==> src/design/prsq_pkg.sv <==
`default_nettype none

package prsq_pkg;

  localparam int MAX_ATOMS = 64;
  localparam int ELEM_BITS = 16;

  localparam int CFG_BITS  = 7;
  localparam int SUM_BITS  = 36;
  localparam int ATOM_BITS = $clog2(MAX_ATOMS);
  localparam int COL_BITS  = ATOM_BITS + 1;
  localparam int PROD_BITS = 2 * COL_BITS;
  localparam int PAIR_BITS = $clog2(MAX_ATOMS * (MAX_ATOMS - 1) / 2 + 1);
  localparam int SQ_BITS   = 2 * ELEM_BITS;
  localparam int ADD_BITS  = ((SQ_BITS > SUM_BITS) ? SQ_BITS : SUM_BITS) + 1;

  localparam logic [CFG_BITS-1:0] ATOM_COUNT_RESET = CFG_BITS'(2);
  localparam logic [SUM_BITS-1:0] SUM_MAX          = '1;

  typedef enum logic [4:0] {
    ST_IDLE = 5'b00001,
    ST_WRA  = 5'b00010,
    ST_WRB  = 5'b00100,
    ST_ERD  = 5'b01000,
    ST_ELD  = 5'b10000
  } ctrl_state_t;

  typedef struct packed {
    logic [ATOM_BITS-1:0] rd_addr_a;
    logic [ATOM_BITS-1:0] rd_addr_b;
    logic [ATOM_BITS-1:0] wr_addr;
    logic                 wr_en;
    logic                 wr_sel_b;
    logic                 sq_load;
    logic                 out_load;
    logic [ATOM_BITS-1:0] out_index;
    logic                 out_final;
    logic                 out_mismatch;
    logic                 clear_all;
  } dp_cmd_t;

  typedef struct packed {
    logic out_free;
  } dp_sts_t;

endpackage

`default_nettype wire

==> src/design/prsq_ctrl.sv <==
`default_nettype none

module prsq_ctrl (
  input  wire logic                              clk,
  input  wire logic                              rst_n,
  input  wire logic                              cfg_wr_en,
  input  wire logic [prsq_pkg::CFG_BITS-1:0]     cfg_wr_data,
  input  wire logic                              in_valid,
  output logic                                   in_stall,
  input  wire logic                              in_vector_end,
  input  wire prsq_pkg::dp_sts_t                 sts,
  output prsq_pkg::dp_cmd_t                      cmd
);

  prsq_pkg::ctrl_state_t state_r, state_nxt;

  logic [prsq_pkg::CFG_BITS-1:0]  atom_count_r;
  logic [prsq_pkg::ATOM_BITS-1:0] row_pos_r, row_pos_nxt;
  logic [prsq_pkg::COL_BITS-1:0]  col_pos_r, col_pos_nxt;
  logic [prsq_pkg::PAIR_BITS-1:0] pairs_r, pairs_nxt;
  logic                           ovf_r, ovf_nxt;
  logic                           hit_r, hit_nxt;
  logic                           vend_r, vend_nxt;
  logic                           mism_r, mism_nxt;
  logic [prsq_pkg::ATOM_BITS-1:0] wa_row_r, wa_row_nxt;
  logic [prsq_pkg::ATOM_BITS-1:0] wa_col_r, wa_col_nxt;
  logic [prsq_pkg::ATOM_BITS-1:0] emit_idx_r, emit_idx_nxt;

  logic [prsq_pkg::COL_BITS-1:0]  n_w;
  logic [prsq_pkg::PROD_BITS-1:0] npp_w;
  logic [prsq_pkg::PAIR_BITS-1:0] npairs_w;
  logic                           accept_w;
  logic                           hit_w;
  logic                           emit_last_w;

  always_comb begin
    if (atom_count_r < prsq_pkg::CFG_BITS'(2)) begin
      n_w = prsq_pkg::COL_BITS'(2);
    end else if (atom_count_r > prsq_pkg::CFG_BITS'(prsq_pkg::MAX_ATOMS)) begin
      n_w = prsq_pkg::COL_BITS'(prsq_pkg::MAX_ATOMS);
    end else begin
      n_w = prsq_pkg::COL_BITS'(atom_count_r);
    end
  end

  assign npp_w    = prsq_pkg::PROD_BITS'(n_w)
                  * prsq_pkg::PROD_BITS'(n_w - prsq_pkg::COL_BITS'(1));
  assign npairs_w = prsq_pkg::PAIR_BITS'(npp_w >> 1);

  assign in_stall = (state_r != prsq_pkg::ST_IDLE);
  assign accept_w = in_valid && (state_r == prsq_pkg::ST_IDLE);

  assign hit_w = (pairs_r < npairs_w)
              && ((prsq_pkg::COL_BITS'(row_pos_r) + prsq_pkg::COL_BITS'(1)) < n_w)
              && (col_pos_r < n_w);

  assign emit_last_w = (prsq_pkg::COL_BITS'(emit_idx_r) + prsq_pkg::COL_BITS'(1)) == n_w;

  always_comb begin
    state_nxt    = state_r;
    row_pos_nxt  = row_pos_r;
    col_pos_nxt  = col_pos_r;
    pairs_nxt    = pairs_r;
    ovf_nxt      = ovf_r;
    hit_nxt      = hit_r;
    vend_nxt     = vend_r;
    mism_nxt     = mism_r;
    wa_row_nxt   = wa_row_r;
    wa_col_nxt   = wa_col_r;
    emit_idx_nxt = emit_idx_r;

    cmd              = '0;
    cmd.rd_addr_a    = wa_row_r;
    cmd.rd_addr_b    = wa_col_r;
    cmd.wr_addr      = wa_row_r;
    cmd.out_index    = emit_idx_r;
    cmd.out_final    = emit_last_w;
    cmd.out_mismatch = mism_r;

    case (state_r)
      prsq_pkg::ST_IDLE: begin
        cmd.rd_addr_a = row_pos_r;
        cmd.rd_addr_b = col_pos_r[prsq_pkg::ATOM_BITS-1:0];
        if (accept_w) begin
          cmd.sq_load = 1'b1;
          hit_nxt     = hit_w;
          vend_nxt    = in_vector_end;
          wa_row_nxt  = row_pos_r;
          wa_col_nxt  = col_pos_r[prsq_pkg::ATOM_BITS-1:0];
          if (hit_w) begin
            pairs_nxt = pairs_r + prsq_pkg::PAIR_BITS'(1);
            if ((col_pos_r + prsq_pkg::COL_BITS'(1)) >= n_w) begin
              row_pos_nxt = row_pos_r + prsq_pkg::ATOM_BITS'(1);
              col_pos_nxt = prsq_pkg::COL_BITS'(row_pos_r) + prsq_pkg::COL_BITS'(2);
            end else begin
              col_pos_nxt = col_pos_r + prsq_pkg::COL_BITS'(1);
            end
          end else begin
            ovf_nxt = 1'b1;
          end
          mism_nxt  = ovf_r || !hit_w || (pairs_nxt != npairs_w);
          state_nxt = prsq_pkg::ST_WRA;
        end
      end
      prsq_pkg::ST_WRA: begin
        cmd.wr_en   = hit_r;
        cmd.wr_addr = wa_row_r;
        state_nxt   = prsq_pkg::ST_WRB;
      end
      prsq_pkg::ST_WRB: begin
        cmd.wr_en    = hit_r;
        cmd.wr_sel_b = 1'b1;
        cmd.wr_addr  = wa_col_r;
        if (vend_r) begin
          emit_idx_nxt = '0;
          state_nxt    = prsq_pkg::ST_ERD;
        end else begin
          state_nxt = prsq_pkg::ST_IDLE;
        end
      end
      prsq_pkg::ST_ERD: begin
        cmd.rd_addr_a = emit_idx_r;
        state_nxt     = prsq_pkg::ST_ELD;
      end
      prsq_pkg::ST_ELD: begin
        cmd.rd_addr_a = emit_idx_r;
        if (sts.out_free) begin
          cmd.out_load = 1'b1;
          if (emit_last_w) begin
            cmd.clear_all = 1'b1;
            row_pos_nxt   = '0;
            col_pos_nxt   = prsq_pkg::COL_BITS'(1);
            pairs_nxt     = '0;
            ovf_nxt       = 1'b0;
            state_nxt     = prsq_pkg::ST_IDLE;
          end else begin
            emit_idx_nxt = emit_idx_r + prsq_pkg::ATOM_BITS'(1);
            state_nxt    = prsq_pkg::ST_ERD;
          end
        end
      end
      default: begin
        state_nxt = prsq_pkg::ST_IDLE;
      end
    endcase
  end

  always_ff @(posedge clk) begin
    if (!rst_n) begin
      state_r      <= prsq_pkg::ST_IDLE;
      atom_count_r <= prsq_pkg::ATOM_COUNT_RESET;
      row_pos_r    <= '0;
      col_pos_r    <= prsq_pkg::COL_BITS'(1);
      pairs_r      <= '0;
      ovf_r        <= 1'b0;
      hit_r        <= 1'b0;
      vend_r       <= 1'b0;
      mism_r       <= 1'b0;
      emit_idx_r   <= '0;
    end else begin
      state_r    <= state_nxt;
      row_pos_r  <= row_pos_nxt;
      col_pos_r  <= col_pos_nxt;
      pairs_r    <= pairs_nxt;
      ovf_r      <= ovf_nxt;
      hit_r      <= hit_nxt;
      vend_r     <= vend_nxt;
      mism_r     <= mism_nxt;
      emit_idx_r <= emit_idx_nxt;
      if (cfg_wr_en) begin
        atom_count_r <= cfg_wr_data;
      end
    end
  end

  always_ff @(posedge clk) begin
    wa_row_r <= wa_row_nxt;
    wa_col_r <= wa_col_nxt;
  end

endmodule

`default_nettype wire

==> config.mk <==
export PLATFORM = sky130hd
export DESIGN_NAME = prsq_ctrl
export DESIGN_NICKNAME = d
export VERILOG_FILES = /design/src/design/prsq_pkg.sv /design/src/design/prsq_ctrl.sv
export SDC_FILE = /design/constraint.sdc
export NUM_CORES = 1
export LEC_CHECK = 0
export ABC_CLOCK_PERIOD_IN_PS = 18200
export BUFFER_PORTS_ARGS = -buffer_cell sky130_fd_sc_hd__buf_2
export CORE_MARGIN = 3
export CORE_UTILIZATION = 36
export DETAILED_ROUTE_END_ITERATION = 10
export GPL_ROUTABILITY_DRIVEN = 0
export PLACE_DENSITY = 0.59
export SETUP_SLACK_MARGIN = 0.2
export SLEW_MARGIN = 20
export SYNTH_ARGS = -nofsm -noshare
export SYNTH_HDL_FRONTEND = slang
export SYNTH_SLANG_ARGS = --single-unit
==> constraint.sdc <==
create_clock -name clk -period 18.2 [get_ports clk]
set_input_delay 3.64 -clock clk [delete_from_list [all_inputs] [get_ports clk]]
set_output_delay 3.64 -clock clk [all_outputs]
set_load 0.005 [all_outputs]
==> impl_summary.log <==
[metrics] first-pass GRT wire length: between 20000 and 30000 um
[metrics] max_slew headroom: around half
[metrics] path type of the worst min-delay path: reg2reg
[metrics] net load switching power: 0.273 mW
[metrics] maximum number of pins on one net before global-route repair: 29
[metrics] area of placed instances: between 6000 and 7000 um^2
[metrics] clock power share: 26.5%
[metrics] part of the Yosys area used for sequential elements: 21.7%
[metrics] TritonCTS clock tree: done
[metrics] Gate Count Post-Synth: 709
[metrics] area growth from synthesis to layout: 12.2%
[metrics] total wire length after detailed routing: approximately 15000 um
[metrics] clock-pin slew on the worst setup and hold paths: 50 ps
[metrics] worst-case register-to-register setup slack: 9670 ps
[metrics] Critical Setup Path Class: reg2reg
[metrics] clock sink count: 58
[metrics] die height: 134 um
[metrics] CP required: 18460 ps
[metrics] die boundary width: 134 um
[metrics] sequential fraction of design power: 26.1%
[metrics] number of setup violations in the final report: 0
[metrics] maximum root-to-sink buffer count: 2
[metrics] Leak: ~3.0 nW
[metrics] worst vdd ir: 0.0000535 V
[metrics] cell repeated most along the worst path: sky130_fd_sc_hd__fa_1
[metrics] count of cells resized by post-cts repair: 0
[metrics] die area: 18000 um^2
[metrics] Clock Skews: 4.18 ps
[metrics] count of cell types in the netlist: 81
[metrics] Antenna Diode Count: 0
[metrics] power density over cell area: about 100 nW/um^2
[metrics] actual slew at the worst max-slew pin: 737 ps
[metrics] first drt pass iteration count: 5
[metrics] cell with the largest stage delay on the worst path: sky130_fd_sc_hd__or4_4
[metrics] Slew Limit Fails: 0
[metrics] antenna violations before repair: 0
[metrics] Via density: 5.25
[metrics] highest clock frequency the design can meet: between 100 and 150 MHz
[metrics] kind of end point of the critical path: register
[metrics] most area-consuming cells after synthesis: sky130_fd_sc_hd__dfxtp_1, sky130_fd_sc_hd__ha_1, sky130_fd_sc_hd__fa_1, sky130_fd_sc_hd__edfxtp_1, sky130_fd_sc_hd__nand2_1
[metrics] area share of the largest cell type after synthesis: ~16%
[metrics] total CTS buffers: 9
[metrics] via count of the first global-routing pass: 4820
[metrics] clock tree root driver cell: sky130_fd_sc_hd__clkbuf_16
[metrics] cell with the most instances after synthesis: sky130_fd_sc_hd__nand2_1
[metrics] Switching Fraction: 40.8%
[metrics] number of violations of the max-capacitance limit: 0
[metrics] worst min-delay path startpoint: hit_r
[metrics] Iter 0 DRT Violations: 280
[metrics] sink of the worst hold path: hit_r
[metrics] kind of start point of the critical path: register
[metrics] per-instance average area after synthesis: 8.33 um^2
[metrics] average wire per standard cell: roughly 16 um
[metrics] synth cell count leaders: sky130_fd_sc_hd__nand2_1, sky130_fd_sc_hd__inv_1, sky130_fd_sc_hd__ha_1
[metrics] fraction of power consumed by combinational cells: 47.4%
[metrics] Critical R2R Launch: atom_count_r[2]
[metrics] worst hold path stage count: 2
[metrics] internal power of the cells: 0.395 mW
[metrics] starting density of the core: between 30% and 40%
[metrics] capture instance of the worst register-to-register path: pairs_r[3]
[metrics] input/output buffers: 44
[metrics] fin crit share: a little under half
[metrics] clk_lat worst skew: 330 ps
[metrics] cell area after layout: about 6600 um^2
[metrics] post-route antenna net violation count: 0
[metrics] number of placed I/O pins: 45
[metrics] share of synthesized flip-flops with an asynchronous set or reset: 0%
[metrics] shortest clock period the worst path allows after layout: roughly 8500 ps
[metrics] leftover overflow at the end of global routing: 0
[metrics] Rows: 46
[metrics] status: finished, final reports clean
[metrics] delay of the slowest cell on the worst path: roughly 570 ps
[metrics] setup repair after global routing missed its margin: no
[metrics] Final #Nets: 855
[metrics] Placeable Area: around 16000 um^2
[metrics] accumulated negative setup slack: 0 ps
[metrics] logic depth of the worst register-to-register path: 27
[metrics] number of hold violations in the final report: 0
[metrics] arrival time worst endpoint: approximately 8800 ps
[metrics] layout cell share with drive strength beyond 1: 12.1%
[metrics] Yosys warnings: 0
[metrics] remaining design rule violation count: 0
[metrics] main flop type after synthesis: sky130_fd_sc_hd__dfxtp_1
[metrics] number of enable-type register cells in the synthesized netlist: 12
[metrics] post-CTS repair timing setup buffer count: 0
[metrics] number of levels in the clock H-tree: 3
[metrics] area of the mapped netlist: 5910 um^2
[metrics] cell type with the largest total area after synthesis: sky130_fd_sc_hd__dfxtp_1
[metrics] hold-fix buffers at CTS: 0
[metrics] global-route total usage across every layer: 17.8%
[metrics] synthesized flop and latch total: 58
[metrics] Vias: just over 5000
[metrics] largest fanout on the critical path: 11
[metrics] detailed-placement wirelength estimate: 12000 um
[layer usage]
| metal | vias up | global-route usage (%) | wire (um) |
|---|---|---|---|
| li1 | 2529 | - | - |
| met1 | 2404 | 24.7 | 7320 |
| met2 | 114 | 29.6 | 7320 |
| met3 | 17 | 1.99 | 552 |
| met4 | 0 | 4.58 | 217 |
| met5 | - | 0 | 0 |
[worst max-delay path by stage]
stage / depth (start not counted) / startpoint / slack [ps] / end
detailed placement: 27 / atom_count_r[2] / 9820 / pairs_r[3]
floorplan: 3 / in_valid / 10270 / cmd[10]
global route: 27 / atom_count_r[4] / 9090 / pairs_r[0]
CTS: 27 / atom_count_r[2] / 9770 / pairs_r[3]
global placement: 6 / in_valid / 10010 / cmd[0]
finish: 27 / atom_count_r[2] / 9670 / pairs_r[3]
[power groups by stage]
stage,combinational [mW],clock (mW),sequential [mW]
floorplan,0.244,0,0.165
global placement,0.316,0,0.176
detailed placement,0.316,0,0.177
CTS,0.318,0.180,0.174
global route,0.360,0.187,0.177
finish,0.316,0.177,0.174
[state kept, by name, summed over array words and instances (netlist names)]
| name | count |
|---|---|
| mism_r | 1 |
| hit_r | 1 |
| col_pos_r | 7 |
| ovf_r | 1 |
| wa_row_r | 6 |
| vend_r | 1 |
| wa_col_r | 6 |
| emit_idx_r | 6 |
| atom_count_r | 7 |
| row_pos_r | 6 |
| state_r | 5 |
| pairs_r | 11 |
[critical path: cells and delay by family, from the launching register on]
family | cells | cell delay [ps]
DFF | 1 | 370
and+or+nand+nor | 7 | 2480
AOI/OAI and AO/OA | 9 | 2160
buffers and inverters | 3 | 160
adders and majority gates | 7 | 3090
xor gates and xnor gates | 1 | 200
[cell type report]
cell class,count,area (um^2)
fillers,1598,9310
multi-input cells,553,4240
flip-flops and latches,58,1280
inverters,74,278
well taps,216,270
repair buffers,48,250
clock buffers,9,225
clock inverters,7,83.8
[logic make-up after synthesis]
| group | Yosys count | synth area share, % |
|---|---|---|
| fa+ha+maj | 98 | 24.6 |
| other cells | 2 | 0.127 |
| flops | 58 | 21.7 |
| simple gates | 252 | 20.7 |
| xor+xnor | 40 | 6.52 |
| buf+inv | 104 | 6.99 |
| compound gates | 140 | 16.8 |
| mux | 15 | 2.56 |
[metrics by stage]
stage                     hold slack [ps]  instances  worst slack [ps]  total power, mW  util [%]
after detailed placement              462        949              9820            0.492      39.6
final                                 468        965              9670            0.668      41.6
after floorplan                       406        715             10270            0.409         -
after CTS                             469        965              9770            0.671      41.5
after global placement                462        949             10010            0.492      39.6
after global routing                  483        965              9090            0.724      41.6
[cells in the final DEF, fill, tap and decap left out, types with 6 or more instances in the layout]
master / synthesis / final
sky130_fd_sc_hd__a31oi_1: 9 / 8
sky130_fd_sc_hd__nor2_1: 64 / 64
sky130_fd_sc_hd__xor2_1: 11 / 11
sky130_fd_sc_hd__xnor2_1: 26 / 26
sky130_fd_sc_hd__inv_1: 71 / 71
sky130_fd_sc_hd__clkbuf_16: 0 / 9
sky130_fd_sc_hd__a21oi_1: 26 / 26
sky130_fd_sc_hd__nor3_1: 8 / 8
sky130_fd_sc_hd__ha_1: 68 / 68
sky130_fd_sc_hd__mux2i_1: 14 / 14
sky130_fd_sc_hd__fa_1: 30 / 30
sky130_fd_sc_hd__o2bb2ai_1: 6 / 6
sky130_fd_sc_hd__edfxtp_1: 12 / 12
sky130_fd_sc_hd__dfxtp_1: 46 / 46
sky130_fd_sc_hd__conb_1: 2 / 8
sky130_fd_sc_hd__or3_1: 10 / 10
sky130_fd_sc_hd__nand3_1: 28 / 28
sky130_fd_sc_hd__or2_2: 6 / 6
sky130_fd_sc_hd__o21ai_0: 33 / 33
sky130_fd_sc_hd__nand2b_1: 10 / 10
sky130_fd_sc_hd__and3_1: 7 / 7
sky130_fd_sc_hd__buf_2: 6 / 44
sky130_fd_sc_hd__nand2_1: 91 / 91
Power figures use the tool's default switching activity.
